### config.mk
export PLATFORM = sky130hd
export DESIGN_NAME = pedal_sensor_autocalibrator_core
export DESIGN_NICKNAME = d
export VERILOG_FILES = /design/src/hdl/psa_pkg.sv /design/src/hdl/psa_div.sv /design/src/hdl/psa_datapath.sv /design/src/hdl/psa_ctrl.sv /design/src/hdl/pedal_sensor_autocalibrator_core.sv
export SDC_FILE = /design/constraint.sdc
export NUM_CORES = 2
export LEC_CHECK = 0
export BUFFER_PORTS_ARGS = -buffer_cell sky130_fd_sc_hd__buf_2
export CAP_MARGIN = 20
export CORE_MARGIN = 5
export CORE_UTILIZATION = 65
export DETAILED_ROUTE_END_ITERATION = 10
export PLACE_DENSITY = 0.82
export SYNTH_ARGS = -nofsm -noshare
export SYNTH_HDL_FRONTEND = slang
export SYNTH_HIERARCHICAL = 1
export SYNTH_SLANG_ARGS = --single-unit
export TNS_END_PERCENT = 5
### constraint.sdc
create_clock -name clk -period 14.1 [get_ports clk]
set_clock_uncertainty 0.05 [all_clocks]
set_input_delay 1.41 -clock clk [delete_from_list [all_inputs] [get_ports clk]]
set_output_delay 1.41 -clock clk [all_outputs]
set_load 0.02 [all_outputs]
### src/hdl/psa_pkg.sv
package psa_pkg;

	// default build of the block
	localparam int WINDOW_LEN_DEF  = 60;
	localparam int SAMPLE_BITS_DEF = 12;

	// register field widths
	localparam int DBL_W     = 9;
	localparam int DBH_W     = 10;
	localparam int LIM_W     = 12;
	localparam int MINSPAN_W = 12;
	localparam int ERR_W     = 8;
	localparam int START_W   = 12;

	// result widths
	localparam int LEVEL_W  = 10;
	localparam int STATUS_W = 2;
	localparam int FAIL_W   = 8;

	// APB port
	localparam int ADDR_W = 5;
	localparam int DATA_W = 32;
	localparam int IDX_W  = 3;

	// level mapping: [span_low, span_high] -> [-MAP_OFFSET, MAP_SCALE - MAP_OFFSET]
	localparam int MAP_SCALE   = 572;
	localparam int MAP_OFFSET  = 30;
	localparam int LEVEL_FULL  = 512;
	localparam int BAND_MARGIN = 20;
	localparam int SHRINK_STEP = 2;

	localparam logic [STATUS_W-1:0] ST_UNKNOWN = 2'd0;
	localparam logic [STATUS_W-1:0] ST_READY   = 2'd1;
	localparam logic [STATUS_W-1:0] ST_ERROR   = 2'd2;

	// register reset values
	localparam logic [DBL_W-1:0]     DBL_RST        = 9'd20;
	localparam logic [DBH_W-1:0]     DBH_RST        = 10'd472;
	localparam logic [LIM_W-1:0]     LIM_RST        = 12'd60;
	localparam logic [MINSPAN_W-1:0] MINSPAN_RST    = 12'd1500;
	localparam logic [ERR_W-1:0]     ERR_RST        = 8'd100;
	localparam logic [START_W-1:0]   START_LOW_RST  = 12'd860;
	localparam logic [START_W-1:0]   START_HIGH_RST = 12'd2900;

	typedef enum logic [IDX_W-1:0] {
		REG_DB_LOW     = 3'd0,
		REG_DB_HIGH    = 3'd1,
		REG_STAB_LIM   = 3'd2,
		REG_MIN_SPAN   = 3'd3,
		REG_ERR_LIM    = 3'd4,
		REG_START_LOW  = 3'd5,
		REG_START_HIGH = 3'd6
	} reg_idx_t;

	typedef struct packed {
		logic [DBL_W-1:0]     db_low;
		logic [DBH_W-1:0]     db_high;
		logic [LIM_W-1:0]     stab_lim;
		logic [MINSPAN_W-1:0] min_span;
		logic [ERR_W-1:0]     err_lim;
		logic [START_W-1:0]   start_low;
		logic [START_W-1:0]   start_high;
	} cfg_t;

	// controller -> datapath
	typedef struct packed {
		logic acc;        // take the input item into span and sums
		logic publish;    // update shown level/status and load the result
		logic mean;       // register the window mean
		logic prep;       // register the mapping numerator from the mean
		logic div_start;  // launch the mapping divide
		logic close;      // apply the window close
	} ctrl_cmd_t;

	// datapath -> controller
	typedef struct packed {
		logic last;       // current item closes the window
		logic div_busy;
	} ctrl_sts_t;

endpackage

### src/hdl/psa_div.sv
module psa_div #(
	parameter int NUM_W = 22,
	parameter int DEN_W = 12
) (
	input  logic             clk,
	input  logic             arst_n,
	input  logic             start,
	input  logic [NUM_W-1:0] num,
	input  logic [DEN_W-1:0] den,
	output logic             busy,
	output logic [NUM_W-1:0] quot
);

	// restoring divider, one quotient bit per cycle
	localparam int CNT_W = $clog2(NUM_W + 1);

	logic [CNT_W-1:0] cnt_q;
	logic [DEN_W-1:0] den_q;
	logic [DEN_W-1:0] rem_q;
	logic [NUM_W-1:0] quo_q;
	logic [DEN_W:0]   trial;
	logic             fits;

	assign trial = {rem_q, quo_q[NUM_W-1]};
	assign fits  = trial >= {1'b0, den_q};

	always_ff @(posedge clk or negedge arst_n) begin
		if (!arst_n) begin
			cnt_q <= '0;
		end else if (start) begin
			cnt_q <= CNT_W'(NUM_W);
		end else if (cnt_q != '0) begin
			cnt_q <= cnt_q - CNT_W'(1);
		end
	end

	always_ff @(posedge clk) begin
		if (start) begin
			den_q <= den;
			rem_q <= '0;
			quo_q <= num;
		end else if (cnt_q != '0) begin
			rem_q <= fits ? DEN_W'(trial - {1'b0, den_q}) : trial[DEN_W-1:0];
			quo_q <= {quo_q[NUM_W-2:0], fits};
		end
	end

	assign busy = cnt_q != '0;
	assign quot = quo_q;

endmodule

### src/hdl/psa_datapath.sv
module psa_datapath #(
	parameter int WINDOW_LEN  = psa_pkg::WINDOW_LEN_DEF,
	parameter int SAMPLE_BITS = psa_pkg::SAMPLE_BITS_DEF
) (
	input  logic                          clk,
	input  logic                          arst_n,
	input  psa_pkg::cfg_t                 cfg,
	input  psa_pkg::ctrl_cmd_t            cmd,
	output psa_pkg::ctrl_sts_t            sts,
	input  logic [SAMPLE_BITS-1:0]        sample,
	output logic [psa_pkg::LEVEL_W-1:0]   level,
	output logic [psa_pkg::STATUS_W-1:0]  status,
	output logic                          changed,
	output logic                          window_end
);

	localparam int SPAN_W  = (SAMPLE_BITS > psa_pkg::START_W) ? SAMPLE_BITS : psa_pkg::START_W;
	localparam int CNT_W   = $clog2(WINDOW_LEN);
	localparam int N_W     = $clog2(WINDOW_LEN + 1);
	localparam int SUM_W   = SAMPLE_BITS + CNT_W;
	localparam int SQS_W   = 2 * SAMPLE_BITS + CNT_W;
	localparam int LHS_W   = SQS_W + N_W;
	localparam int SQ_W    = 2 * SUM_W;
	localparam int LIM2_W  = 2 * psa_pkg::LIM_W;
	localparam int TOL_W   = LIM2_W + 2 * N_W;
	localparam int CMP_A   = (LHS_W > SQ_W) ? LHS_W : SQ_W;
	localparam int CMP_W   = ((CMP_A > TOL_W) ? CMP_A : TOL_W) + 1;
	localparam int SCALE_W = $clog2(psa_pkg::MAP_SCALE + 1);
	localparam int DIV_W   = SPAN_W + SCALE_W;
	localparam int MAP_W   = DIV_W + 2;
	localparam int LV_W    = psa_pkg::LEVEL_W;
	localparam int BAND_W  = LV_W + 1;
	// mean = (sum * RCP) >> RCP_SH, exact for every reachable sum
	localparam int RCP_SH  = SUM_W + CNT_W;
	localparam int RCP_W   = SUM_W + 2;
	localparam int MPR_W   = SUM_W + RCP_W;

	localparam logic [N_W-1:0]     N_V   = N_W'(WINDOW_LEN);
	localparam logic [2*N_W-1:0]   N_SQ  = (2*N_W)'(WINDOW_LEN * WINDOW_LEN);
	localparam logic [CNT_W-1:0]   SLOT_LAST = CNT_W'(WINDOW_LEN - 1);
	localparam logic [SPAN_W-1:0]  SAMPLE_MAX = SPAN_W'((1 << SAMPLE_BITS) - 1);
	localparam logic [RCP_W-1:0]   RCP = RCP_W'(((64'd1 << RCP_SH) / WINDOW_LEN) + 64'd1);

	// accumulation and calibration state
	logic [SUM_W-1:0]          sum_q;
	logic [SQS_W-1:0]          sqsum_q;
	logic [CNT_W-1:0]          slot_q;
	logic [SPAN_W-1:0]         span_low_q;
	logic [SPAN_W-1:0]         span_high_q;
	logic                      range_ok_q;
	logic [psa_pkg::FAIL_W-1:0] fail_q;
	logic [LV_W-1:0]           calib_q;
	logic [LV_W-1:0]           shown_level_q;
	logic [psa_pkg::STATUS_W-1:0] shown_status_q;
	logic                      wend_q;
	logic                      out_changed_q;
	logic                      out_wend_q;

	// stability pipeline, recomputed every cycle from stable sums
	logic [LHS_W-1:0]  lhs_s1, lhs_s2;
	logic [SQ_W-1:0]   sq_s1, sq_s2;
	logic [LIM2_W-1:0] lim2_s1;
	logic [TOL_W-1:0]  tol_s2;
	logic              stable_s3;

	// window mean and mapping numerator
	logic [MPR_W-1:0]       mean_prod;
	logic [SAMPLE_BITS-1:0] mean_q;
	logic [DIV_W-1:0]       num_mag_q;
	logic                   num_neg_q;

	logic [2*SAMPLE_BITS-1:0] samp_sq;
	logic [SPAN_W-1:0]        samp_x;
	logic                     last;

	logic                    div_busy;
	logic [DIV_W-1:0]        div_quot;

	logic signed [SPAN_W:0]           diff;
	logic signed [SPAN_W+SCALE_W:0]   prod;
	logic signed [SPAN_W:0]           span_s;
	logic [SPAN_W-1:0]                span_mag;
	logic                             span_neg;
	logic                             span_zero;

	logic signed [DIV_W:0]   q_s;
	logic signed [MAP_W-1:0] mapped, m1, m2, m3;
	logic signed [MAP_W-1:0] dbl_s, dbh_s, full_s;
	logic [LV_W-1:0]         calib_d;
	logic                    in_band;
	logic                    good;

	logic [SPAN_W:0]          sl_up;
	logic [SPAN_W-1:0]        sl_new;
	logic signed [SPAN_W+1:0] sh_dn;
	logic [SPAN_W-1:0]        sh_new;
	logic [SPAN_W-1:0]        start_lo_x, start_hi_x;

	logic                    pub_ready, pub_err, restart;
	logic [LV_W-1:0]         new_level;
	logic [psa_pkg::STATUS_W-1:0] new_status;

	assign samp_sq    = sample * sample;
	assign samp_x     = SPAN_W'(sample);
	assign last       = slot_q == SLOT_LAST;
	assign start_lo_x = SPAN_W'(cfg.start_low);
	assign start_hi_x = SPAN_W'(cfg.start_high);
	assign mean_prod  = sum_q * RCP;

	always_ff @(posedge clk) begin
		lhs_s1    <= sqsum_q * N_V;
		sq_s1     <= sum_q * sum_q;
		lim2_s1   <= cfg.stab_lim * cfg.stab_lim;
		lhs_s2    <= lhs_s1;
		sq_s2     <= sq_s1;
		tol_s2    <= lim2_s1 * N_SQ;
		stable_s3 <= CMP_W'(lhs_s2) < (CMP_W'(sq_s2) + CMP_W'(tol_s2));
	end

	// signed span and mean offset
	always_comb begin
		span_s    = $signed({1'b0, span_high_q}) - $signed({1'b0, span_low_q});
		span_neg  = span_s[SPAN_W];
		span_zero = span_s == '0;
		span_mag  = span_neg ? SPAN_W'(-span_s) : SPAN_W'(span_s);
		diff      = $signed({1'b0, SPAN_W'(mean_q)}) - $signed({1'b0, span_low_q});
		prod      = diff * $signed({1'b0, SCALE_W'(psa_pkg::MAP_SCALE)});
	end

	always_ff @(posedge clk) begin
		if (cmd.mean) begin
			mean_q <= mean_prod[RCP_SH +: SAMPLE_BITS];
		end
		if (cmd.prep) begin
			num_neg_q <= prod[SPAN_W+SCALE_W];
			num_mag_q <= prod[SPAN_W+SCALE_W] ? DIV_W'(-prod) : DIV_W'(prod);
		end
	end

	psa_div #(
		.NUM_W(DIV_W),
		.DEN_W(SPAN_W)
	) u_div (
		.clk   (clk),
		.arst_n(arst_n),
		.start (cmd.div_start),
		.num   (num_mag_q),
		.den   (span_mag),
		.busy  (div_busy),
		.quot  (div_quot)
	);

	// window close: signed quotient, offset, deadband clamps
	always_comb begin
		dbl_s  = $signed(MAP_W'(cfg.db_low));
		dbh_s  = $signed(MAP_W'(cfg.db_high));
		full_s = $signed(MAP_W'(psa_pkg::LEVEL_FULL));
		q_s    = (num_neg_q ^ span_neg) ? -$signed({1'b0, div_quot}) : $signed({1'b0, div_quot});
		if (span_zero) begin
			mapped = -$signed(MAP_W'(psa_pkg::MAP_OFFSET));
		end else begin
			mapped = $signed({q_s[DIV_W], q_s}) - $signed(MAP_W'(psa_pkg::MAP_OFFSET));
		end
		m1      = (mapped < dbl_s) ? '0 : mapped;
		m2      = (m1 > dbh_s) ? full_s : m1;
		m3      = (m2 > full_s) ? full_s : m2;
		calib_d = m3[LV_W-1:0];
		in_band = (BAND_W'(calib_d) + BAND_W'(psa_pkg::BAND_MARGIN)) > BAND_W'(cfg.db_low)
		          && BAND_W'(calib_d) < (BAND_W'(cfg.db_high) + BAND_W'(psa_pkg::BAND_MARGIN));
		good    = stable_s3 && (span_s > $signed({1'b0, SPAN_W'(cfg.min_span)}));
	end

	// span shrink toward the start bounds
	always_comb begin
		sl_up  = ({1'b0, span_low_q} < {1'b0, start_lo_x})
		         ? {1'b0, span_low_q} + (SPAN_W+1)'(psa_pkg::SHRINK_STEP)
		         : {1'b0, span_low_q};
		sl_new = (sl_up > {1'b0, start_lo_x}) ? start_lo_x : sl_up[SPAN_W-1:0];
		sh_dn  = (span_high_q > start_hi_x)
		         ? $signed({2'b0, span_high_q}) - $signed((SPAN_W+2)'(psa_pkg::SHRINK_STEP))
		         : $signed({2'b0, span_high_q});
		sh_new = (sh_dn < $signed({2'b0, start_hi_x})) ? start_hi_x : sh_dn[SPAN_W-1:0];
	end

	// publication
	always_comb begin
		pub_ready  = range_ok_q;
		pub_err    = !range_ok_q && (fail_q > cfg.err_lim) && (shown_status_q != psa_pkg::ST_ERROR);
		restart    = cmd.publish && pub_err;
		new_level  = shown_level_q;
		new_status = shown_status_q;
		if (pub_ready) begin
			new_level  = calib_q;
			new_status = psa_pkg::ST_READY;
		end else if (pub_err) begin
			new_level  = '0;
			new_status = psa_pkg::ST_ERROR;
		end
	end

	always_ff @(posedge clk or negedge arst_n) begin
		if (!arst_n) begin
			sum_q          <= '0;
			sqsum_q        <= '0;
			slot_q         <= '0;
			span_low_q     <= SAMPLE_MAX;
			span_high_q    <= '0;
			range_ok_q     <= 1'b0;
			fail_q         <= '0;
			calib_q        <= '0;
			shown_level_q  <= '0;
			shown_status_q <= psa_pkg::ST_UNKNOWN;
			wend_q         <= 1'b0;
			out_changed_q  <= 1'b0;
			out_wend_q     <= 1'b0;
		end else begin
			if (restart) begin
				span_low_q  <= start_lo_x;
				span_high_q <= start_hi_x;
			end else if (cmd.close) begin
				if (good && in_band) begin
					span_low_q  <= sl_new;
					span_high_q <= sh_new;
				end
			end else if (cmd.acc) begin
				if (samp_x < span_low_q) begin
					span_low_q <= samp_x;
				end
				if (samp_x > span_high_q) begin
					span_high_q <= samp_x;
				end
			end

			if (restart || cmd.close) begin
				sum_q   <= '0;
				sqsum_q <= '0;
			end else if (cmd.acc) begin
				sum_q   <= sum_q + SUM_W'(sample);
				sqsum_q <= sqsum_q + SQS_W'(samp_sq);
			end

			if (restart) begin
				slot_q <= '0;
			end else if (cmd.acc) begin
				slot_q <= last ? '0 : slot_q + CNT_W'(1);
			end

			if (restart) begin
				range_ok_q <= 1'b0;
				fail_q     <= '0;
			end else if (cmd.close) begin
				range_ok_q <= good;
				if (good) begin
					fail_q <= '0;
				end else if (fail_q != '1) begin
					fail_q <= fail_q + psa_pkg::FAIL_W'(1);
				end
			end

			if (cmd.close) begin
				calib_q <= calib_d;
			end

			if (cmd.acc) begin
				wend_q <= last;
			end

			if (cmd.publish) begin
				shown_level_q  <= new_level;
				shown_status_q <= new_status;
				out_changed_q  <= (new_level != shown_level_q) || (new_status != shown_status_q);
				out_wend_q     <= cmd.acc ? last : wend_q;
			end
		end
	end

	assign sts.last     = last;
	assign sts.div_busy = div_busy;

	assign level      = shown_level_q;
	assign status     = shown_status_q;
	assign changed    = out_changed_q;
	assign window_end = out_wend_q;

endmodule

### src/hdl/psa_ctrl.sv
module psa_ctrl (
	input  logic               clk,
	input  logic               arst_n,
	input  logic               in_valid,
	output logic               in_stall,
	output logic               out_valid,
	input  logic               out_stall,
	input  psa_pkg::ctrl_sts_t sts,
	output psa_pkg::ctrl_cmd_t cmd
);

	typedef enum logic [6:0] {
		S_IDLE    = 7'b000_0001,
		S_MEAN    = 7'b000_0010,
		S_PREP    = 7'b000_0100,
		S_MAP_GO  = 7'b000_1000,
		S_MAP     = 7'b001_0000,
		S_CLOSE   = 7'b010_0000,
		S_PUB     = 7'b100_0000
	} state_t;

	state_t state_q, state_d;
	logic   ov_q;
	logic   out_free;

	// result slot is empty or being emptied this cycle
	assign out_free = !ov_q || !out_stall;

	always_comb begin
		state_d = state_q;
		cmd     = '0;
		unique case (state_q)
			S_IDLE: begin
				if (in_valid) begin
					cmd.acc = 1'b1;
					if (sts.last) begin
						state_d = S_MEAN;
					end else if (out_free) begin
						cmd.publish = 1'b1;
					end else begin
						state_d = S_PUB;
					end
				end
			end
			S_MEAN: begin
				cmd.mean = 1'b1;
				state_d  = S_PREP;
			end
			S_PREP: begin
				cmd.prep = 1'b1;
				state_d  = S_MAP_GO;
			end
			S_MAP_GO: begin
				cmd.div_start = 1'b1;
				state_d       = S_MAP;
			end
			S_MAP: begin
				if (!sts.div_busy) begin
					state_d = S_CLOSE;
				end
			end
			S_CLOSE: begin
				cmd.close = 1'b1;
				state_d   = S_PUB;
			end
			S_PUB: begin
				if (out_free) begin
					cmd.publish = 1'b1;
					state_d     = S_IDLE;
				end
			end
			default: begin
				state_d = S_IDLE;
			end
		endcase
	end

	always_ff @(posedge clk or negedge arst_n) begin
		if (!arst_n) begin
			state_q <= S_IDLE;
			ov_q    <= 1'b0;
		end else begin
			state_q <= state_d;
			ov_q    <= cmd.publish || (ov_q && out_stall);
		end
	end

	assign in_stall  = state_q != S_IDLE;
	assign out_valid = ov_q;

endmodule

### src/hdl/pedal_sensor_autocalibrator_core.sv
// Pedal sensor auto-calibrator.
// Input items carry one raw ADC reading on sample (in_valid/in_stall); each
// yields exactly one result item (out_valid/out_stall) with level (0..512),
// status (unknown/ready/error), changed and window_end. Registers are to be
// written over the APB port only while no item is in flight; the block itself
// does not enforce this. pready is tied high.
//
// An item that does not close a window is taken and, when the result slot is
// free, its result is in the output register in the cycle after: one item per
// cycle inside a window while the output does not stall. Every WINDOW_LEN-th
// item closes the window: the controller steps through the mean (reciprocal
// multiply), the mapping numerator, the launch of the restoring divider, the
// divide (DIV_W = max(SAMPLE_BITS, 12) + 10 quotient bits), the close and the
// publish, with in_stall high meanwhile. A stalled result holds its payload;
// one more item is taken meanwhile, then in_stall stays high until the waiting
// result leaves. Reset clears the calibration state, sets the span to
// [max sample, 0] and loads the register defaults.
module pedal_sensor_autocalibrator_core #(
	parameter int WINDOW_LEN  = psa_pkg::WINDOW_LEN_DEF,
	parameter int SAMPLE_BITS = psa_pkg::SAMPLE_BITS_DEF
) (
	input  logic                          clk,
	input  logic                          arst_n,
	// input items
	input  logic                          in_valid,
	output logic                          in_stall,
	input  logic [SAMPLE_BITS-1:0]        sample,
	// result items
	output logic                          out_valid,
	input  logic                          out_stall,
	output logic [psa_pkg::LEVEL_W-1:0]   level,
	output logic [psa_pkg::STATUS_W-1:0]  status,
	output logic                          changed,
	output logic                          window_end,
	// configuration
	input  logic                          psel,
	input  logic                          penable,
	input  logic                          pwrite,
	input  logic [psa_pkg::ADDR_W-1:0]    paddr,
	input  logic [psa_pkg::DATA_W-1:0]    pwdata,
	output logic [psa_pkg::DATA_W-1:0]    prdata,
	output logic                          pready
);

	psa_pkg::cfg_t      cfg_q;
	psa_pkg::ctrl_cmd_t cmd;
	psa_pkg::ctrl_sts_t sts;
	psa_pkg::reg_idx_t  reg_idx;
	logic               wr_en;

	// register file: word index from the byte address
	assign reg_idx = psa_pkg::reg_idx_t'(paddr[psa_pkg::ADDR_W-1:2]);
	assign wr_en   = psel && penable && pwrite && pready;
	assign pready  = 1'b1;

	always_ff @(posedge clk or negedge arst_n) begin
		if (!arst_n) begin
			cfg_q.db_low     <= psa_pkg::DBL_RST;
			cfg_q.db_high    <= psa_pkg::DBH_RST;
			cfg_q.stab_lim   <= psa_pkg::LIM_RST;
			cfg_q.min_span   <= psa_pkg::MINSPAN_RST;
			cfg_q.err_lim    <= psa_pkg::ERR_RST;
			cfg_q.start_low  <= psa_pkg::START_LOW_RST;
			cfg_q.start_high <= psa_pkg::START_HIGH_RST;
		end else if (wr_en) begin
			unique case (reg_idx)
				psa_pkg::REG_DB_LOW:     cfg_q.db_low     <= pwdata[psa_pkg::DBL_W-1:0];
				psa_pkg::REG_DB_HIGH:    cfg_q.db_high    <= pwdata[psa_pkg::DBH_W-1:0];
				psa_pkg::REG_STAB_LIM:   cfg_q.stab_lim   <= pwdata[psa_pkg::LIM_W-1:0];
				psa_pkg::REG_MIN_SPAN:   cfg_q.min_span   <= pwdata[psa_pkg::MINSPAN_W-1:0];
				psa_pkg::REG_ERR_LIM:    cfg_q.err_lim    <= pwdata[psa_pkg::ERR_W-1:0];
				psa_pkg::REG_START_LOW:  cfg_q.start_low  <= pwdata[psa_pkg::START_W-1:0];
				psa_pkg::REG_START_HIGH: cfg_q.start_high <= pwdata[psa_pkg::START_W-1:0];
				default: begin
				end
			endcase
		end
	end

	always_comb begin
		unique case (reg_idx)
			psa_pkg::REG_DB_LOW:     prdata = psa_pkg::DATA_W'(cfg_q.db_low);
			psa_pkg::REG_DB_HIGH:    prdata = psa_pkg::DATA_W'(cfg_q.db_high);
			psa_pkg::REG_STAB_LIM:   prdata = psa_pkg::DATA_W'(cfg_q.stab_lim);
			psa_pkg::REG_MIN_SPAN:   prdata = psa_pkg::DATA_W'(cfg_q.min_span);
			psa_pkg::REG_ERR_LIM:    prdata = psa_pkg::DATA_W'(cfg_q.err_lim);
			psa_pkg::REG_START_LOW:  prdata = psa_pkg::DATA_W'(cfg_q.start_low);
			psa_pkg::REG_START_HIGH: prdata = psa_pkg::DATA_W'(cfg_q.start_high);
			default:                 prdata = '0;
		endcase
	end

	psa_ctrl u_ctrl (
		.clk      (clk),
		.arst_n   (arst_n),
		.in_valid (in_valid),
		.in_stall (in_stall),
		.out_valid(out_valid),
		.out_stall(out_stall),
		.sts      (sts),
		.cmd      (cmd)
	);

	psa_datapath #(
		.WINDOW_LEN (WINDOW_LEN),
		.SAMPLE_BITS(SAMPLE_BITS)
	) u_dp (
		.clk       (clk),
		.arst_n    (arst_n),
		.cfg       (cfg_q),
		.cmd       (cmd),
		.sts       (sts),
		.sample    (sample),
		.level     (level),
		.status    (status),
		.changed   (changed),
		.window_end(window_end)
	);

	// an accepted item either yields a result next cycle or holds off input
	a_accept_progress: assert property (@(posedge clk) disable iff (!arst_n)
		(in_valid && !in_stall) |=> (out_valid || in_stall))
		else $error("accepted item neither published nor blocking input");

	// error state always shows a zero level
	a_error_zero: assert property (@(posedge clk) disable iff (!arst_n)
		(out_valid && status == psa_pkg::ST_ERROR) |-> (level == '0))
		else $error("nonzero level in error status");

	// before the first good window the level stays zero
	a_unknown_zero: assert property (@(posedge clk) disable iff (!arst_n)
		(out_valid && status == psa_pkg::ST_UNKNOWN) |-> (level == '0))
		else $error("nonzero level while status unknown");

	// a published level never exceeds full scale
	a_level_range: assert property (@(posedge clk) disable iff (!arst_n)
		out_valid |-> (level <= psa_pkg::LEVEL_W'(psa_pkg::LEVEL_FULL)))
		else $error("level above full scale");

endmodule
Word level (Yosys, flattened, before mapping)
Index checks and enable logic that the tools add are counted.
Widths: inputs -> output; s select.
{ "totals": {"register_bits": 478, "in_bits": 56, "out_inout_bits": 49, "elab_cells": 199} }
{ "op_classes": {"add_sub_neg": 17, "mul": 7, "magnitude_cmp": 15, "eq_ne": 24, "muxes": 60, "bitwise_logic": 1, "n_reduce_logical": 38} }
{ "op_table": {"columns": ["op", "count"], "rows": [
  ["$mux 12", 14],
  ["$pmux 12 s7", 1],
  ["$mux 24", 3],
  ["$mux 22", 3],
  ["$mux 30", 2],
  ["$pmux 7 s7", 1],
  ["$mul 12x12->24", 2],
  ["$add 36x36->37", 1],
  ["$lt 36x37->1", 1],
  ["$mul 18x18->36", 1],
  ["$mul 18x19->36 const B", 1],
  ["$mux 18", 2],
  ["$mux 7", 5],
  ["$mul 30x4->34 const B", 1],
  ["$mul 24x8->32 const B", 1],
  ["$mux 8", 4],
  ["$add 30x24->30", 1],
  ["$mux 10", 3],
  ["$sub 12x12->13", 2],
  ["$gt 12x12->1", 2],
  ["$gt 24x11->1", 1],
  ["$gt 24x11->1 const B", 1],
  ["$lt 12x12->1", 2],
  ["$lt 24x10->1", 1],
  ["59 further kinds", 106]
]} }

Logic depth before layout (Yosys ltp)
{ "depth": {"depth_word": 18, "mapped_depth": 55} }

By module
The synthesis kept the hierarchy.
{ "modules_own_cells": {"columns": ["mod", "n_inst", "cells_each", "area_each_um2"], "rows": [
  ["psa_datapath", 1, 4979, 46856.2],
  ["pedal_sensor_autocalibrator_core", 1, 282, 3754.9],
  ["psa_div", 1, 238, 2723.9],
  ["psa_ctrl", 1, 59, 531.8]
]} }

Worst setup path before layout
No wires, ideal clock.
{ "synth_path": {"path_kind": "register to register", "from": "reg u_dp.span_low_q[4]", "to": "reg u_dp.span_high_q[0]", "arrival_ns": 9.665, "slack_ns": 4.257, "path_stages_with_launch": 49, "period_less_slack_ns": 9.843, "cell_sequence": "dfstp_2 -> inv_1 -> ha_1 -> and2_1 -> o21ai_1 -> nand3_1 -> a31oi_4 -> xnor2_4 -> clkbuf_1 -> nand2_1 -> o21ai_1 -> ha_1 -> nand2_1 -> or3_1 -> o311a_1 -> nand2_1 -> xor2_1 -> nand2_1 -> (+13 left out) -> o21a_1 -> nor2_1 -> nor3_2 -> ha_1 -> a21oi_1 -> nor2b_1 -> o21ai_0 -> nand2b_1 -> a21oi_1 -> nor2b_1 -> o21ai_0 -> nand2b_1 -> a2111oi_0 -> o31ai_4 -> and2_1 -> buf_6 -> o41ai_1 -> mux2_1"} }
{ "synth_via": {"elab_chain_len": 17, "elab_cells_between_ends": 21, "cone_classes": "add/sub: 3; order compare: 6; eq/ne: 1; mux: 5; bitwise: 1; reduce/logical: 5"} }
{ "synth_lines": {"columns": ["item", "line_no", "text"], "rows": [
  ["from (decl)", "psa_datapath.sv:48", "logic [SPAN_W-1:0] span_low_q;"],
  ["from (signal assigned)", "psa_datapath.sv:218", "span_low_q <= start_lo_x;"],
  ["from (signal assigned)", "psa_datapath.sv:222", "span_low_q <= sl_new;"],
  ["from (signal assigned)", "psa_datapath.sv:227", "span_low_q <= samp_x;"],
  ["$sub 12x12->13 *", "psa_datapath.sv:122", "span_s = $signed({1'b0, span_high_q}) - $signed({1'b0, span_low_q});"],
  ["$xor 1x1->1", "psa_datapath.sv:158", "q_s = (num_neg_q ^ span_neg) ? -$signed({1'b0, div_quot}) : $signed({1'b0, div_quot});"],
  ["$mux 23", "psa_datapath.sv:158", null],
  ["$sub 23x6->24", "psa_datapath.sv:162", "mapped = $signed({q_s[DIV_W], q_s}) - $signed(MAP_W'(psa_pkg::MAP_OFFSET));"],
  ["$mux 24 *", "psa_datapath.sv:159", "if (span_zero) begin"],
  ["$lt 24x10->1", "psa_datapath.sv:164", "m1 = (mapped < dbl_s) ? '0 : mapped;"],
  ["$mux 24 *", "psa_datapath.sv:164", null],
  ["$gt 24x11->1", "psa_datapath.sv:165", "m2 = (m1 > dbh_s) ? full_s : m1;"],
  ["(+2 left out)", null, null],
  ["$mux 10 *", "psa_datapath.sv:166", "m3 = (m2 > full_s) ? full_s : m2;"],
  ["via u_dp.m3[4]", "psa_datapath.sv:87", "logic signed [MAP_W-1:0] mapped, m1, m2, m3;"],
  ["$add 10x5->11", "psa_datapath.sv:168", "in_band = (BAND_W'(calib_d) + BAND_W'(psa_pkg::BAND_MARGIN)) > BAND_W'(cfg.db_low)"],
  ["$gt 11x9->1", "psa_datapath.sv:168", null],
  ["$logic_and 1x1->1 *", "psa_datapath.sv:169", "&& BAND_W'(calib_d) < (BAND_W'(cfg.db_high) + BAND_W'(psa_pkg::BAND_MARGIN));"],
  ["$logic_and 1x1->1 *", "psa_datapath.sv:221", "if (good && in_band) begin"],
  ["$ne 3x3->1 (no source line) *", null, null],
  ["$reduce_and 3->1 (no source line) *", null, null],
  ["to (signal assigned)", "psa_datapath.sv:219", "span_high_q <= start_hi_x;"],
  ["to (signal assigned)", "psa_datapath.sv:223", "span_high_q <= sh_new;"],
  ["to (signal assigned)", "psa_datapath.sv:230", "span_high_q <= samp_x;"],
  ["to (decl)", "psa_datapath.sv:49", "logic [SPAN_W-1:0] span_high_q;"]
]} }
The timed path passes the listed nets; every way through them passes the cells marked *.
A chain may end at the register's enable or synchronous reset.

Worst setup path in the final report
{ "layout_path": {"from": "reg u_dp.span_low_q[4]", "to": "reg u_dp.span_low_q[4]"} }
{ "layout_via": {"elab_chain_len": 17, "elab_cells_between_ends": 31, "cone_classes": "add/sub: 4; order compare: 9; eq/ne: 1; mux: 10; bitwise: 1; reduce/logical: 6"} }
{ "layout_lines": {"columns": ["item", "line_no"], "rows": [
  ["$sub 12x12->13 *", "psa_datapath.sv:122"],
  ["$xor 1x1->1", "psa_datapath.sv:158"],
  ["$mux 23", "psa_datapath.sv:158"],
  ["$sub 23x6->24", "psa_datapath.sv:162"],
  ["$mux 24 *", "psa_datapath.sv:159"],
  ["$lt 24x10->1", "psa_datapath.sv:164"],
  ["$mux 24 *", "psa_datapath.sv:164"],
  ["$gt 24x11->1", "psa_datapath.sv:165"],
  ["(+2 left out)", null],
  ["$mux 10 *", "psa_datapath.sv:166"],
  ["via u_dp.m3[4]", "psa_datapath.sv:87"],
  ["$add 10x5->11", "psa_datapath.sv:168"],
  ["$gt 11x9->1", "psa_datapath.sv:168"],
  ["$logic_and 1x1->1 *", "psa_datapath.sv:169"],
  ["$logic_and 1x1->1 *", "psa_datapath.sv:221"],
  ["$ne 3x3->1 (no source line) *", null],
  ["$reduce_and 3->1 (no source line) *", null]
]} }
The timed path passes the listed nets; every way through them passes the cells marked *. The select of a mux whose other input is x is not followed.

==> results.ini <==
[run_status]
status=completed

[global_route]
gr-usage-all-layers_pct=30.3
grt_pass1_wl_um=218000
overflow=0
grt_max_degree=81
first_global_vias=41200
antenna_found_initial=10

[sta]
finalHoldViolCount=0
fmax_ghz=0.0813
rsz0062_at_grt=false
finalMaxSlewViolations=0
slew_headroom_pct=23.5
setup_viol=0
worstMarginPinSlew_ns=1.14
fin_ws_ns=1.81
period_needed_ns=12.29
fin_tns_setup_ns=0
period_share_pct=87.2

[clock_tree]
ctsLongestPathBuffers=3
cts_sinks=472
clock_latency_ns=0.64
cts_resized=0
cts_made_buffers=54
path_clk_slew_ns=0.06
holdBufCountCts=0
cts_tree=done
post-cts-setup-buffers=0
htreeDepth=2
cts_root_buffer=clkbuf_16

[critical_path]
critPathCaptureType=flop
start_kind=flop
critPathArrivalTime_ns=12.79
r2r_cells=49
slowest_stage=a31oi_4
cp_max_fo=22
critPathMaxStageDelay_ns=0.67
critical_path_class=flop to flop
r2r_slack_ns=1.81
required_ns=14.60
cpMostUsedCell=ha_1
r2r-end=u_dp/span_low_q[4]
regToRegStartpoint=u_dp/span_low_q[4]

[synthesis]
ys_ff_latch=472
yosysSeqAreaShare_pct=20.8
ys_warn_count=6
synthTopCellsByArea=fa_1 (21%), ha_1 (18%), dfxtp_1 (7.6%)
synth_ff_type=dfxtp_1
syn_inst=5558
yosysTopAreaCellShare_pct=21.1
synth_area_per_cell_um2=9.69
synth_edf_count=67
synth_area_leader_cell=fa_1
synth.cell_area_um2=53900
async_reset_ff_share_pct=42.4
synth_cell_type_count=112

[placement]
post-dp-hpwl_um=107000
numPlacedInstances=6594
port_buffers=61
dp_slack_ns=2.13
finalWeightedCongestion=0.949
placed_cell_area_um2=55200

[floorplan]
die_x_um=298
dieArea_um2=88700
num_io_pins=105
coreArea_um2=82100
start_util_pct=65.6
die_h_um=298
rows=105

[hold_path]
hold_depth=0
hold_path_class=flop to flop
min-delay-start=u_dp/lhs_s1[18]
min_to=u_dp/lhs_s2[18]

[final_layout]
seq_area_um2=11200
fillers=6085
drive_gt1_share_pct=7.62
stdcell_area_um2=57200
syn2layout_area_growth_pct=6.10
multi_input_area_um2=38700
instances_no_fill=6701
nets=6984

[run]
max-cap-violations=0

[routing]
vias_per_cell=6.01
wire_per_inst_um=20.3
first_pass_iters=6
drt_iter0_markers=3044
drc=0
wirelength_um=136000
vias=40300
ant_nets=0

==> sequential cells by signal, indices dropped and copies added, names as in the netlist, 22 cells and up <==
name,count
cfg_q,75
u_dp/sq_s2,35
u_dp/sqsum_q,30
u_dp/lhs_s2,34
u_dp/lim2_s1,23
u_dp/sq_s1,35
u_dp/tol_s2,31
u_dp/u_div/quot,22
u_dp/lhs_s1,34
==> routing by layer <==
layer / GRT usage [%] / vias to the layer above / wire [um]
li1: - / 18700 / -
met5: 0 / - / 13
met3: 6.18 / 291 / 12100
met4: 8.67 / 2 / 4150
met2: 48.4 / 1514 / 62000
met1: 42.4 / 19800 / 57700
==> cell type report <==
class	count	area share, %
well taps	1070	2.34
flip-flops and latches	472	19.6
clock buffers	72	2.68
clock inverters	30	0.703
repair buffers	103	1.11
inverters	885	5.81
diodes	2	0.00876
multi-input cells	4067	67.8
==> through the flow <==
stage	util [%]	hold slack, ns
finish	69.6	0.266
CTS	69.6	0.259
detailed placement	67.2	0.262
floorplan	-	0.260
global placement	67.2	0.261
global route	69.6	0.268
==> critical path: cells and delay by family (launching register included) <==
family | cells | cell delay (ns)
flip-flops | 1 | 0.61
adder cells (fa/ha/maj) | 6 | 1.91
AND/OR/NAND/NOR | 18 | 3.43
XOR/XNOR | 3 | 0.87
AO/OA/AOI/OAI | 19 | 4.58
buffers and inverters | 3 | 0.71
==> how the worst max path moves through the flow <==
stage	from	to	slack [ns]	cells past startpoint
3_5_place_dp	u_dp/span_low_q[4]	u_dp/span_low_q[11]	2.13	49
3_3_place_gp	u_dp/span_low_q[4]	u_dp/span_low_q[4]	2.22	49
6_report	u_dp/span_low_q[4]	u_dp/span_low_q[4]	1.81	49
2_1_floorplan	u_dp/span_low_q[4]	u_dp/span_high_q[0]	4.26	48
5_1_grt	u_dp/span_low_q[4]	u_dp/span_low_q[4]	0.87	49
4_1_cts	u_dp/span_low_q[4]	u_dp/span_low_q[6]	2.09	49
==> layout by cell type (no fill, tap or decap), types with 101 or more instances in the layout <==
cell	count
inv_1	878
ha_1	777
fa_1	568
nor2_1	357
nand2_1	270
a21oi_1	242
xnor2_1	221
dfxtp_1	205
and2_1	158
dfrtp_1	154
o21ai_0	132
mux2_2	107
xor2_1	101
==> Yosys cell counts, types with 12 or more instances <==
| cell type | instances |
|---|---|
| ha_1 | 777 |
| a211oi_1 | 31 |
| xnor2_1 | 221 |
| mux2i_1 | 49 |
| o21a_1 | 66 |
| fa_1 | 568 |
| clkbuf_1 | 91 |
| or2_2 | 23 |
| xor2_1 | 101 |
| nand3b_1 | 15 |
| or3_1 | 33 |
| a21oi_1 | 242 |
| nand4_1 | 45 |
| dfrtp_1 | 154 |
| buf_2 | 16 |
| a311oi_1 | 13 |
| o211ai_1 | 16 |
| nor2_1 | 358 |
| inv_1 | 878 |
| nand3_1 | 74 |
| o22ai_1 | 20 |
| nor3_1 | 94 |
| nand2b_1 | 43 |
| edfxtp_1 | 67 |
| nor2b_1 | 72 |
| and2_1 | 158 |
| o31ai_1 | 19 |
| and3_1 | 31 |
| dfxtp_1 | 205 |
| o2111ai_1 | 16 |
| o21bai_1 | 53 |
| mux2_1 | 12 |
| a31oi_1 | 26 |
| nor4_1 | 25 |
| dfstp_2 | 46 |
| nand2_1 | 271 |
| buf_4 | 30 |
| mux2_2 | 107 |
| a21o_1 | 86 |
| a21boi_0 | 14 |
| o21ai_0 | 132 |
==> kinds of logic after synthesis <==
| family | after synthesis | share of synthesized area [%] |
|---|---|---|
| compound gates | 902 | 11.4 |
| xor+xnor | 323 | 5.29 |
| fa+ha+maj | 1345 | 39.2 |
| buf+inv | 1039 | 7.56 |
| flops | 472 | 20.8 |
| mux | 178 | 3.68 |
| other cells | 4 | 0.0279 |
| simple gates | 1295 | 12.1 |
Power is not shown: default switching activity piles up to over one toggle a cycle in this logic, so the estimate is an artifact.
